[config.mk]
export PLATFORM = sky130hd
export DESIGN_NAME = length_prefixed_frame_checker_core
export DESIGN_NICKNAME = d
export VERILOG_FILES = /design/src/hdl/lpfc_pkg.sv /design/src/hdl/lpfc_cfg_regs.sv /design/src/hdl/lpfc_parser.sv /design/src/hdl/length_prefixed_frame_checker_core.sv
export SDC_FILE = /design/constraint.sdc
export NUM_CORES = 1
export LEC_CHECK = 0
export BUFFER_PORTS_ARGS = -buffer_cell sky130_fd_sc_hd__buf_2
export CAP_MARGIN = 20
export CORE_MARGIN = 5
export CORE_UTILIZATION = 33
export CTS_CLUSTER_DIAMETER = 100
export CTS_CLUSTER_SIZE = 40
export DETAILED_ROUTE_END_ITERATION = 10
export SYNTH_ARGS = -nofsm -noshare
export SYNTH_HDL_FRONTEND = slang
export SYNTH_SLANG_ARGS = --single-unit
export TNS_END_PERCENT = 5
[constraint.sdc]
create_clock -name clock -period 6.75 [get_ports clock]
set_clock_uncertainty 0.2 [all_clocks]
set_input_delay 0.675 -clock clock [delete_from_list [all_inputs] [get_ports clock]]
set_output_delay 0.675 -clock clock [all_outputs]
set_load 0.005 [all_outputs]
[src/hdl/lpfc_pkg.sv]
// shared types, constants and register indexes of the length-prefixed frame checker
// no dependencies; used by every module under hdl
package lpfc_pkg;

   localparam int unsigned MAX_TOTAL_BYTES_VAL = 65536;
   localparam int unsigned TOTAL_W            = $clog2(MAX_TOTAL_BYTES_VAL + 2);
   localparam logic [TOTAL_W-1:0] MAX_TOTAL_BYTES = TOTAL_W'(MAX_TOTAL_BYTES_VAL);

   localparam int unsigned LEN_FIELD_BYTES = 4;
   localparam int unsigned LEN_CNT_W       = $clog2(LEN_FIELD_BYTES);
   localparam logic [LEN_CNT_W-1:0] LEN_CNT_LAST = LEN_CNT_W'(LEN_FIELD_BYTES - 1);
   localparam int unsigned LEN_W           = 8 * LEN_FIELD_BYTES;

   localparam int unsigned PART_W    = 3;
   localparam logic [PART_W-1:0] MAX_PARTS = PART_W'(4);
   localparam int unsigned TABLE_DEPTH = 4;
   localparam int unsigned TABLE_IDX_W = $clog2(TABLE_DEPTH);
   localparam int unsigned EXP_LEN_W   = 17;

   // configuration port
   localparam int unsigned CSR_IDX_W  = 3;
   localparam int unsigned CSR_DATA_W = EXP_LEN_W;
   localparam logic [CSR_IDX_W-1:0] CSR_EXPECTED_PART_COUNT = 3'd0;
   localparam logic [CSR_IDX_W-1:0] CSR_CHECK_PART_LENGTHS  = 3'd1;
   localparam logic [CSR_IDX_W-1:0] CSR_EXPECTED_LEN_0      = 3'd2;
   localparam logic [CSR_IDX_W-1:0] CSR_EXPECTED_LEN_1      = 3'd3;
   localparam logic [CSR_IDX_W-1:0] CSR_EXPECTED_LEN_2      = 3'd4;
   localparam logic [CSR_IDX_W-1:0] CSR_EXPECTED_LEN_3      = 3'd5;

   // status codes
   localparam logic [1:0] ST_VALID       = 2'd0;
   localparam logic [1:0] ST_INVALID_ARG = 2'd1;
   localparam logic [1:0] ST_BAD_FORMAT  = 2'd2;
   localparam logic [1:0] ST_UNUSED      = 2'd3;

   typedef struct packed {
      logic [7:0] data_byte;
      logic       last_byte;
   } req_type;

   typedef struct packed {
      logic [1:0]        status;
      logic [PART_W-1:0] parts_seen;
   } rsp_type;

   typedef struct packed {
      logic [PART_W-1:0]                      expected_part_count;
      logic                                   check_part_lengths;
      logic [TABLE_DEPTH-1:0][EXP_LEN_W-1:0]  expected_len;
   } cfg_type;

endpackage

[src/hdl/lpfc_cfg_regs.sv]
// configuration register file of the length-prefixed frame checker
// depends on lpfc_pkg
module lpfc_cfg_regs (
   input  logic                               clock,
   input  logic                               reset,
   input  logic                               csr_wr_en,
   input  logic [lpfc_pkg::CSR_IDX_W-1:0]     csr_index,
   input  logic [lpfc_pkg::CSR_DATA_W-1:0]    csr_wdata,
   output lpfc_pkg::cfg_type                  cfg
);

   lpfc_pkg::cfg_type cfg_ff;
   lpfc_pkg::cfg_type cfg_in;

   always_comb begin
      cfg_in = cfg_ff;
      if (csr_wr_en) begin
         unique case (csr_index)
            lpfc_pkg::CSR_EXPECTED_PART_COUNT: begin
               cfg_in.expected_part_count = csr_wdata[lpfc_pkg::PART_W-1:0];
            end
            lpfc_pkg::CSR_CHECK_PART_LENGTHS: begin
               cfg_in.check_part_lengths = csr_wdata[0];
            end
            lpfc_pkg::CSR_EXPECTED_LEN_0: begin
               cfg_in.expected_len[0] = csr_wdata[lpfc_pkg::EXP_LEN_W-1:0];
            end
            lpfc_pkg::CSR_EXPECTED_LEN_1: begin
               cfg_in.expected_len[1] = csr_wdata[lpfc_pkg::EXP_LEN_W-1:0];
            end
            lpfc_pkg::CSR_EXPECTED_LEN_2: begin
               cfg_in.expected_len[2] = csr_wdata[lpfc_pkg::EXP_LEN_W-1:0];
            end
            lpfc_pkg::CSR_EXPECTED_LEN_3: begin
               cfg_in.expected_len[3] = csr_wdata[lpfc_pkg::EXP_LEN_W-1:0];
            end
            default: begin
            end
         endcase
      end
   end

   always_ff @(posedge clock) begin
      if (reset) begin
         cfg_ff.expected_part_count <= lpfc_pkg::PART_W'(1);
         cfg_ff.check_part_lengths  <= 1'b0;
         cfg_ff.expected_len        <= '0;
      end else begin
         cfg_ff <= cfg_in;
      end
   end

   assign cfg = cfg_ff;

endmodule

[src/hdl/lpfc_parser.sv]
// per-byte record parser: length fields, payload countdown, error and total tracking
// depends on lpfc_pkg
module lpfc_parser (
   input  logic                clock,
   input  logic                reset,
   input  logic                step_en,
   input  lpfc_pkg::req_type   item,
   input  lpfc_pkg::cfg_type   cfg,
   output lpfc_pkg::rsp_type   result
);

   logic                              in_payload_ff, in_payload_in;
   logic [lpfc_pkg::LEN_CNT_W-1:0]    len_cnt_ff, len_cnt_in;
   logic [lpfc_pkg::LEN_W-1:0]        len_acc_ff, len_acc_in;
   logic [lpfc_pkg::LEN_W-1:0]        pay_left_ff, pay_left_in;
   logic [lpfc_pkg::PART_W-1:0]       part_idx_ff, part_idx_in;
   logic [lpfc_pkg::TOTAL_W-1:0]      total_ff, total_in;
   logic                              fmt_err_ff, fmt_err_in;

   logic [lpfc_pkg::LEN_W-1:0]        len_full;
   logic [lpfc_pkg::LEN_W-1:0]        pay_dec;
   logic [lpfc_pkg::EXP_LEN_W-1:0]    tbl_len;
   logic                              bad_arg;

   always_comb begin
      // parts without a table entry compare against zero
      if (part_idx_ff < lpfc_pkg::PART_W'(lpfc_pkg::TABLE_DEPTH)) begin
         tbl_len = cfg.expected_len[part_idx_ff[lpfc_pkg::TABLE_IDX_W-1:0]];
      end else begin
         tbl_len = '0;
      end
   end

   assign len_full = len_acc_ff |
                     ({{(lpfc_pkg::LEN_W-8){1'b0}}, item.data_byte} << {len_cnt_ff, 3'b000});
   assign pay_dec  = pay_left_ff - lpfc_pkg::LEN_W'(1);

   always_comb begin
      in_payload_in = in_payload_ff;
      len_cnt_in    = len_cnt_ff;
      len_acc_in    = len_acc_ff;
      pay_left_in   = pay_left_ff;
      part_idx_in   = part_idx_ff;
      fmt_err_in    = fmt_err_ff;

      // saturating byte count
      if (total_ff <= lpfc_pkg::MAX_TOTAL_BYTES) begin
         total_in = total_ff + lpfc_pkg::TOTAL_W'(1);
      end else begin
         total_in = total_ff;
      end

      if (!fmt_err_ff) begin
         if (in_payload_ff) begin
            pay_left_in = pay_dec;
            if (pay_dec == '0) begin
               in_payload_in = 1'b0;
            end else if (item.last_byte) begin
               fmt_err_in = 1'b1;
            end
         end else if (part_idx_ff == cfg.expected_part_count) begin
            // leftover bytes
            fmt_err_in = 1'b1;
         end else begin
            len_acc_in = len_full;
            len_cnt_in = len_cnt_ff + lpfc_pkg::LEN_CNT_W'(1);
            if (len_cnt_ff == lpfc_pkg::LEN_CNT_LAST) begin
               len_cnt_in  = '0;
               part_idx_in = part_idx_ff + lpfc_pkg::PART_W'(1);
               len_acc_in  = '0;
               if (len_full == '0) begin
                  fmt_err_in = 1'b1;
               end else if (cfg.check_part_lengths &&
                            len_full != lpfc_pkg::LEN_W'(tbl_len)) begin
                  fmt_err_in = 1'b1;
               end else if (item.last_byte) begin
                  fmt_err_in = 1'b1;
               end else begin
                  in_payload_in = 1'b1;
                  pay_left_in   = len_full;
               end
            end else if (item.last_byte) begin
               // truncated length field
               fmt_err_in = 1'b1;
            end
         end
      end

      bad_arg = (total_in > lpfc_pkg::MAX_TOTAL_BYTES) ||
                (cfg.expected_part_count == '0) ||
                (cfg.expected_part_count > lpfc_pkg::MAX_PARTS);

      if (bad_arg) begin
         result.status = lpfc_pkg::ST_INVALID_ARG;
      end else if (fmt_err_in) begin
         result.status = lpfc_pkg::ST_BAD_FORMAT;
      end else begin
         result.status = lpfc_pkg::ST_VALID;
      end
      result.parts_seen = part_idx_in;

      // record done: start the next one clean
      if (item.last_byte) begin
         in_payload_in = 1'b0;
         len_cnt_in    = '0;
         len_acc_in    = '0;
         pay_left_in   = '0;
         part_idx_in   = '0;
         total_in      = '0;
         fmt_err_in    = 1'b0;
      end
   end

   always_ff @(posedge clock) begin
      if (reset) begin
         in_payload_ff <= 1'b0;
         len_cnt_ff    <= '0;
         len_acc_ff    <= '0;
         pay_left_ff   <= '0;
         part_idx_ff   <= '0;
         total_ff      <= '0;
         fmt_err_ff    <= 1'b0;
      end else if (step_en) begin
         in_payload_ff <= in_payload_in;
         len_cnt_ff    <= len_cnt_in;
         len_acc_ff    <= len_acc_in;
         pay_left_ff   <= pay_left_in;
         part_idx_ff   <= part_idx_in;
         total_ff      <= total_in;
         fmt_err_ff    <= fmt_err_in;
      end
   end

   a_clear_after_last: assert property (@(posedge clock) disable iff (reset)
      step_en && item.last_byte |=> part_idx_ff == '0 && total_ff == '0 &&
                                     !in_payload_ff && !fmt_err_ff)
      else $error("record state not cleared after last byte");

   a_len_only_in_header: assert property (@(posedge clock) disable iff (reset)
      len_cnt_ff != '0 |-> !in_payload_ff)
      else $error("length field in progress while in payload");

   a_total_saturates: assert property (@(posedge clock) disable iff (reset)
      total_ff <= lpfc_pkg::MAX_TOTAL_BYTES + lpfc_pkg::TOTAL_W'(1))
      else $error("byte total above saturation value");

endmodule

[src/hdl/length_prefixed_frame_checker_core.sv]
// top level of the length-prefixed frame checker: input register, parser, result register
// depends on lpfc_pkg, lpfc_cfg_regs, lpfc_parser
//
// usage
//  - req channel: one record byte per transfer (data_byte), last_byte set on the
//    final byte of the record; a record must hold at least one byte
//  - rsp channel: exactly one transfer per record, issued for the last byte,
//    carrying status (valid / invalid argument / invalid wrapped format) and the
//    number of length fields fully read
//  - csr port: single-cycle writes by register index, no read-back; write only
//    while the block is idle (no byte held and no record result pending)
// timing
//  - a byte taken into the input register is parsed when it leaves it, and the
//    result of a record enters the result register as its last byte is parsed
//  - one byte per cycle sustained while no last byte waits on a stalled rsp;
//    the parser is a single registered step (32-bit length assembly and payload
//    countdown) between the input register and the result register
// reset
//  - clears both valid flags, the record state and loads register defaults
//    (expected part count 1, length checking off, expected lengths 0)
// backpressure
//  - while rsp is stalled, non-final bytes keep flowing; a last byte waits in
//    the input register until the result register is free
module length_prefixed_frame_checker_core (
   input  logic                             clock,
   input  logic                             reset,
   input  logic                             req_valid,
   output logic                             req_ready,
   input  lpfc_pkg::req_type                req_payload,
   output logic                             rsp_valid,
   input  logic                             rsp_ready,
   output lpfc_pkg::rsp_type                rsp_payload,
   input  logic                             csr_wr_en,
   input  logic [lpfc_pkg::CSR_IDX_W-1:0]   csr_index,
   input  logic [lpfc_pkg::CSR_DATA_W-1:0]  csr_wdata
);

   lpfc_pkg::cfg_type cfg;
   lpfc_pkg::rsp_type step_result;

   // input register
   logic              in_valid_ff, in_valid_in;
   lpfc_pkg::req_type in_q_ff, in_q_in;

   // result register
   logic              rsp_valid_ff, rsp_valid_in;
   lpfc_pkg::rsp_type rsp_q_ff, rsp_q_in;

   logic out_free;
   logic step_en;
   logic req_xfer;

   lpfc_cfg_regs u_cfg (
      .clock     (clock),
      .reset     (reset),
      .csr_wr_en (csr_wr_en),
      .csr_index (csr_index),
      .csr_wdata (csr_wdata),
      .cfg       (cfg)
   );

   lpfc_parser u_parser (
      .clock   (clock),
      .reset   (reset),
      .step_en (step_en),
      .item    (in_q_ff),
      .cfg     (cfg),
      .result  (step_result)
   );

   // result slot is free when empty or being drained this cycle
   assign out_free = !rsp_valid_ff || rsp_ready;
   // only a last byte needs the result slot
   assign step_en  = in_valid_ff && (!in_q_ff.last_byte || out_free);
   assign req_ready = !in_valid_ff || step_en;
   assign req_xfer  = req_valid && req_ready;

   always_comb begin
      in_valid_in = in_valid_ff;
      in_q_in     = in_q_ff;
      if (req_xfer) begin
         in_valid_in = 1'b1;
         in_q_in     = req_payload;
      end else if (step_en) begin
         in_valid_in = 1'b0;
      end
   end

   always_comb begin
      rsp_valid_in = rsp_valid_ff;
      rsp_q_in     = rsp_q_ff;
      if (step_en && in_q_ff.last_byte) begin
         rsp_valid_in = 1'b1;
         rsp_q_in     = step_result;
      end else if (rsp_ready) begin
         rsp_valid_in = 1'b0;
      end
   end

   always_ff @(posedge clock) begin
      if (reset) begin
         in_valid_ff  <= 1'b0;
         rsp_valid_ff <= 1'b0;
      end else begin
         in_valid_ff  <= in_valid_in;
         rsp_valid_ff <= rsp_valid_in;
      end
   end

   // payload registers, no reset needed
   always_ff @(posedge clock) begin
      in_q_ff  <= in_q_in;
      rsp_q_ff <= rsp_q_in;
   end

   assign rsp_valid   = rsp_valid_ff;
   assign rsp_payload = rsp_q_ff;

   a_no_result_overwrite: assert property (@(posedge clock) disable iff (reset)
      step_en && in_q_ff.last_byte |-> !rsp_valid_ff || rsp_ready)
      else $error("result register overwritten while stalled");

   a_status_code_used: assert property (@(posedge clock) disable iff (reset)
      rsp_valid_ff |-> rsp_q_ff.status != lpfc_pkg::ST_UNUSED)
      else $error("undefined status code on rsp");

   a_ready_low_only_when_full: assert property (@(posedge clock) disable iff (reset)
      !req_ready |-> in_valid_ff && in_q_ff.last_byte && rsp_valid_ff)
      else $error("input stalled without a pending last byte");

endmodule
* Word-level counts from Yosys, hierarchy flattened
Cells that the tools add are included.
Cells by class: reduce and logical (&&, ||, !) cells 28, bitwise logic cells 1, shift operators 1, $lt $le $gt $ge 5, add/sub/neg operators 4, equal/unequal tests 14, muxes and demuxes 49
Operators with widths (count):
- $mux 32 | 12
- $mux 17 | 4
- $logic_not 32->1 | 2
- $bmux 17 s2 | 1
- $ne 32x17->1 | 1
- $or 32x32->32 | 1
- $shl 8x5->32 | 1
- $sub 32x1->32 const B | 1
- $mux 1 | 21
- $add 17x1->17 const B | 1
- $gt 17x17->1 const B | 1
- $le 17x17->1 const B | 1
- $mux 3 | 5
- $reduce_and 2->1 | 7
- $mux 2 | 6
- $ne 3x2->1 const B | 3
- $eq 3x2->1 const B | 2
- $eq 3x3->1 const B | 2
- $logic_not 3->1 | 2
- $ne 2x2->1 const B | 3
- $reduce_and 6->1 | 1
- $logic_or 1x1->1 | 5
- $logic_and 1x1->1 | 4
- $reduce_and 4->1 | 1
- other kinds (11) | 14
Word-level totals: input port bits 34, output and inout port bits 7, bits in registers 176, word-level logic and storage cells 121

* Depth between registers and ports, before layout
depth in word-level cells 12, mapped depth 13, gate-level depth less buffers 11

* Modules after synthesis
From an unflattened synthesis, not the netlist that was laid out.
Unflattened totals: cells, all modules 1098, area total of the unflattened synthesis 9571.7 µm²
By module, submodules not included:
- lpfc_parser | cells each 811, seq. area each 1761.7 µm², area each 6155.9 µm², times used 1
- lpfc_cfg_regs | cells each 261, seq. area each 1441.4 µm², area each 2891.5 µm², times used 1
- length_prefixed_frame_checker_core | cells each 26, seq. area each 460.4 µm², area each 524.3 µm², times used 1

* Worst setup path before layout
Ideal clock, no wire load.
kind register -> register, from register u_parser.part_idx_ff[0] in the netlist's numbering, to register u_parser.pay_left_ff[9] in the netlist's numbering, cell stages (with the launch flop) 11, slack 3748 ps, required time 6476 ps, arrival time 2727 ps, setup time 74 ps, clock period less this slack 3002 ps, buffers on the path 1, path through dfxtp_1 mux4_2 or3_1 a2111o_1 o211a_1 a211oi_2 nand4_1 and2_1 buf_6 or3_1 a31oi_1
Between the ends: longest elaborated chain between the ends 7, elaborated cells on any way between the ends 10, those cells by class 1 x order compare; 4 x eq/ne; 3 x mux; 2 x reduce/logical
RTL lines:
- start, declared | line lpfc_parser.sv:16 | logic [lpfc_pkg::PART_W-1:0] part_idx_ff, part_idx_in;
- start signal, assigned | line lpfc_parser.sv:128 | part_idx_ff <= part_idx_in;
- $bmux 17 s2 | line lpfc_parser.sv:28 | tbl_len = cfg.expected_len[part_idx_ff[lpfc_pkg::TABLE_IDX_W-1:0]];
- $mux 17 (implied by the code) | line lpfc_parser.sv:28
- $mux 17 | line lpfc_parser.sv:27 | if (part_idx_ff < lpfc_pkg::PART_W'(lpfc_pkg::TABLE_DEPTH)) begin
- $ne 32x17->1 | line lpfc_parser.sv:74 | len_full != lpfc_pkg::LEN_W'(tbl_len)) begin
- $logic_and 1x1->1 | line lpfc_parser.sv:73 | end else if (cfg.check_part_lengths &&
- $ne 3x2->1 (no source line)
- $reduce_and 6->1 (no source line) *
- end signal, assigned | line lpfc_parser.sv:127 | pay_left_ff <= pay_left_in;
- end, declared | line lpfc_parser.sv:15 | logic [lpfc_pkg::LEN_W-1:0] pay_left_ff, pay_left_in;
Every way passes the cells marked *; elsewhere a longest branch is shown, timed or not. The select of a mux whose other input is x is not followed. A chain may end at the register's enable or synchronous reset.

* Final worst setup path
from register u_parser.len_cnt_ff[0] in the netlist's numbering, to register u_parser.pay_left_ff[20] in the netlist's numbering
Between the ends: longest elaborated chain between the ends 9, elaborated cells on any way between the ends 17, those cells by class 4 x eq/ne; 1 x shift; 7 x mux; 1 x bitwise; 4 x reduce/logical
RTL lines:
- start, declared | line lpfc_parser.sv:13 | logic [lpfc_pkg::LEN_CNT_W-1:0] len_cnt_ff, len_cnt_in;
- start signal, assigned | line lpfc_parser.sv:125 | len_cnt_ff <= len_cnt_in;
- parallel branches: the longest is 9 deep, another holds $shl 8x5->32
Several ways; the timed one is not identified. The select of a mux whose other input is x is not followed.

==> metrics <==
Yosys reg bits=176; grt ovf=0; Mapped Area=9260 um^2; die width=177 um; syn_area_per_cell=approximately 7.8 um^2; Max Cap Violations=0; Worst EP required=6.90 ns; Post-layout nets=1216; routed length per instance=~18 um; GPL Wtd Cong=0.890; top_reg_cell synth=dfxtp_1; Hold Buf Count CTS=0; clk_lat worst skew=0.45 ns; Hold Slack=about 0.21 ns; setup violation total in the final timing report=0; status=finished, final reports clean; Post-CTS Resized=0; Sw Ratio=28.0%; Clk pwr share=43.5%; R2R cell count=10; Crit. End Element=register; DIE HEIGHT=177 um; maximum vdd drop=0.172 mV; R2R Path Start=u_parser.len_cnt_ff[0]$_SDFFE_PP0P_; crit path kind=reg -> reg; first-pass GRT wire length=44.8 mm; number of DRC markers in iteration 0=between 800 and 900; number of global-route vias before repair=8285; CP startpoint kind=register; postcts setup bufs=0; via/cell ratio=5.59; internal power=1.67 mW; Rows=61; Max clock buf depth=2; Final Max Slew Viols=0; Cell Area, Placed=9690 um^2; Worst-path clk slew=0.07 ns; Post-synth EDFFs=14; layout cells sized above 1=under 10%; Hold Vio Cnt, Final=0; # H-tree levels=4; Flop pwr share=a little under half; arrival time worst endpoint=4.21 ns; FMAX=roughly 250 MHz; Net Count, Synth=1229; Hold WC Path Type=in -> reg; Net Sw Power=650 uW; root buffer cell=clkbuf_16; asr flop ratio synth=0%; YS warnings=0; TritonRoute pass-1 iters=6; area delta synth->final=11.3%; Distinct cells, synth=69; drt total wl=27.7 mm; Slew headroom=36.0%; worst setup path start=u_parser.len_cnt_ff[0]$_SDFFE_PP0P_; PortBufs=40; cells after synthesis=~1200; Tot Pwr=2.32 mW; total number of vias=approximately 8800; DP Wirelength=18.6 mm; setup_tns=0 ns; Leak=3.53 nW; Final period util=between 60% and 70%; # clock sinks=176; Seq/Total Area, Yosys=39.6%; GRT Util Overall=17.8%; largest net degree at the start of global routing=56; ANT nets after route=0; RSZ-0062 raised after global routing=no; Worst Hold Depth=1; die area=approximately 31000 um^2; Core ar.=27700 um^2; Initial Utilization=approximately a third; cts bufs inserted=17; combinational fraction of design power=9.6%; DRC Markers=0; crit path time final=roughly 4.1 ns; CP max FO=18; CTS tree=built; Ports=41; pwr dens=~230 nW/um^2; worst-margin pin slew=0.955 ns; HP Start=req_payload[6]; post-route design area=~10000 um^2; antenna violations before repair=3
## Yosys cell counts (7+ instances only)
library cell  instances  area, um^2
nand4_1               9        56.3
o21ai_0              40         200
and2_1                7        43.8
mux2i_1              10         100
a211oi_1             15         113
inv_1                20        75.1
clkbuf_1             72         270
mux4_2               17         383
and3_1                8        50.1
nor2_1              114         428
nor2b_1              10        62.6
nor3b_1               9        67.6
or3_1                17         106
nor4_1               13        81.3
edfxtp_1             14         420
buf_2                 8        40.0
nor3_1               48         240
dfxtp_1             162        3240
o22ai_1              10        62.6
xnor2_1              24         210
nand3_1              35         175
nand2_1             211         792
a22oi_1              14         105
a31oi_1              18         113
a21oi_1             176         881
## flip-flops by register name (all words and copies together) (netlist names)
register and flops:
u_parser.len_acc_ff 32, u_parser.fmt_err_ff 1, u_parser.in_payload_ff 1, u_parser.part_idx_ff 3
u_parser.pay_left_ff 32, rsp_payload 5, rsp_valid 1, u_parser.total_ff 17
u_parser.len_cnt_ff 2, in_valid_ff 1, u_cfg.cfg 72, in_q_ff 9
## cells in the final DEF (no fill, tap or decap), types with 15 or more instances in the layout
master     synthesis  layout
buf_2              8      39
nand3_1           35      35
or3_1             17      17
nand2_1          211     211
nor2_1           114     114
a21oi_1          176     176
a211oi_1          15      15
nor3_1            48      47
mux4_2            17      17
inv_1             20      20
dfxtp_1          162     162
o21ai_0           40      40
a31oi_1           18      18
clkbuf_16          0      17
xnor2_1           24      24
## per-stage QoR
stage,utilization (%),instances,setup WS (ns)
after floorplan,-,1189,3.75
after global routing,37.2,1568,2.36
after global placement,35.0,1534,2.66
final,37.2,1568,2.69
after CTS,37.1,1566,2.48
after detailed placement,35.0,1534,2.51
## worst paths after layout
path / slack [ns] / endpoint
max: 2.69 / u_parser.pay_left_ff[20]$_SDFFE_PP0P_
min: 0.21 / in_q_ff[6]$_DFFE_PP_
max reg2reg: 2.69 / u_parser.pay_left_ff[20]$_SDFFE_PP0P_
min reg2reg: 0.26 / u_cfg.cfg[65]$_SDFFE_PP0P_
## cells by family after synthesis
kind of cell,Yosys count,share of synthesized area [%]
AOI/OAI and AO/OA,321,20.4
xor gates and xnor gates,30,2.84
adders and majority gates,6,0.811
buffers and inverters,106,4.61
DFF,176,39.6
muxes,27,5.22
and+or+nand+nor,523,26.6
## critical path, cell delays in order (launching register included)
cell and delay, ns:
dfxtp_1 0.59, nor2b_1 0.75, a21oi_1 0.33, or3b_2 0.51, o211a_1 0.22, a211oi_2 0.23, nand4_1 0.13, nand2_1 0.38
buf_8 0.24, nand3_1 0.09, a221oi_1 0.28
## routing by layer
layer / track usage, % / up-vias / part of all wire, %
met5: 0 / - / 0.076
met4: 6.64 / 4 / 2.9
met3: 3.88 / 57 / 6.2
met2: 28.1 / 307 / 46
met1: 23.8 / 4166 / 45
li1: - / 4230 / -
## cell type report
type / count / area [um^2]
Antenna cell: 1 / 2.50
Clock buffer: 17 / 425
Clock inverter: 15 / 171
Fill cell: 2893 / 17400
Inverter: 20 / 75.1
Multi-Input combinational cell: 907 / 5170
Sequential cell: 176 / 3660
Tap cell: 378 / 473
Timing Repair Buffer: 54 / 315
## power groups by stage
stage | Clock, mW | Combinational (mW) | Sequential, mW
after floorplan | 0 | 0.160 | 1.10
after global placement | 0 | 0.218 | 1.11
after detailed placement | 0 | 0.219 | 1.11
after CTS | 1.03 | 0.220 | 1.09
after global routing | 1.08 | 0.246 | 1.09
final | 1.01 | 0.222 | 1.09
Note: power is estimated with default switching activity, not from simulation.
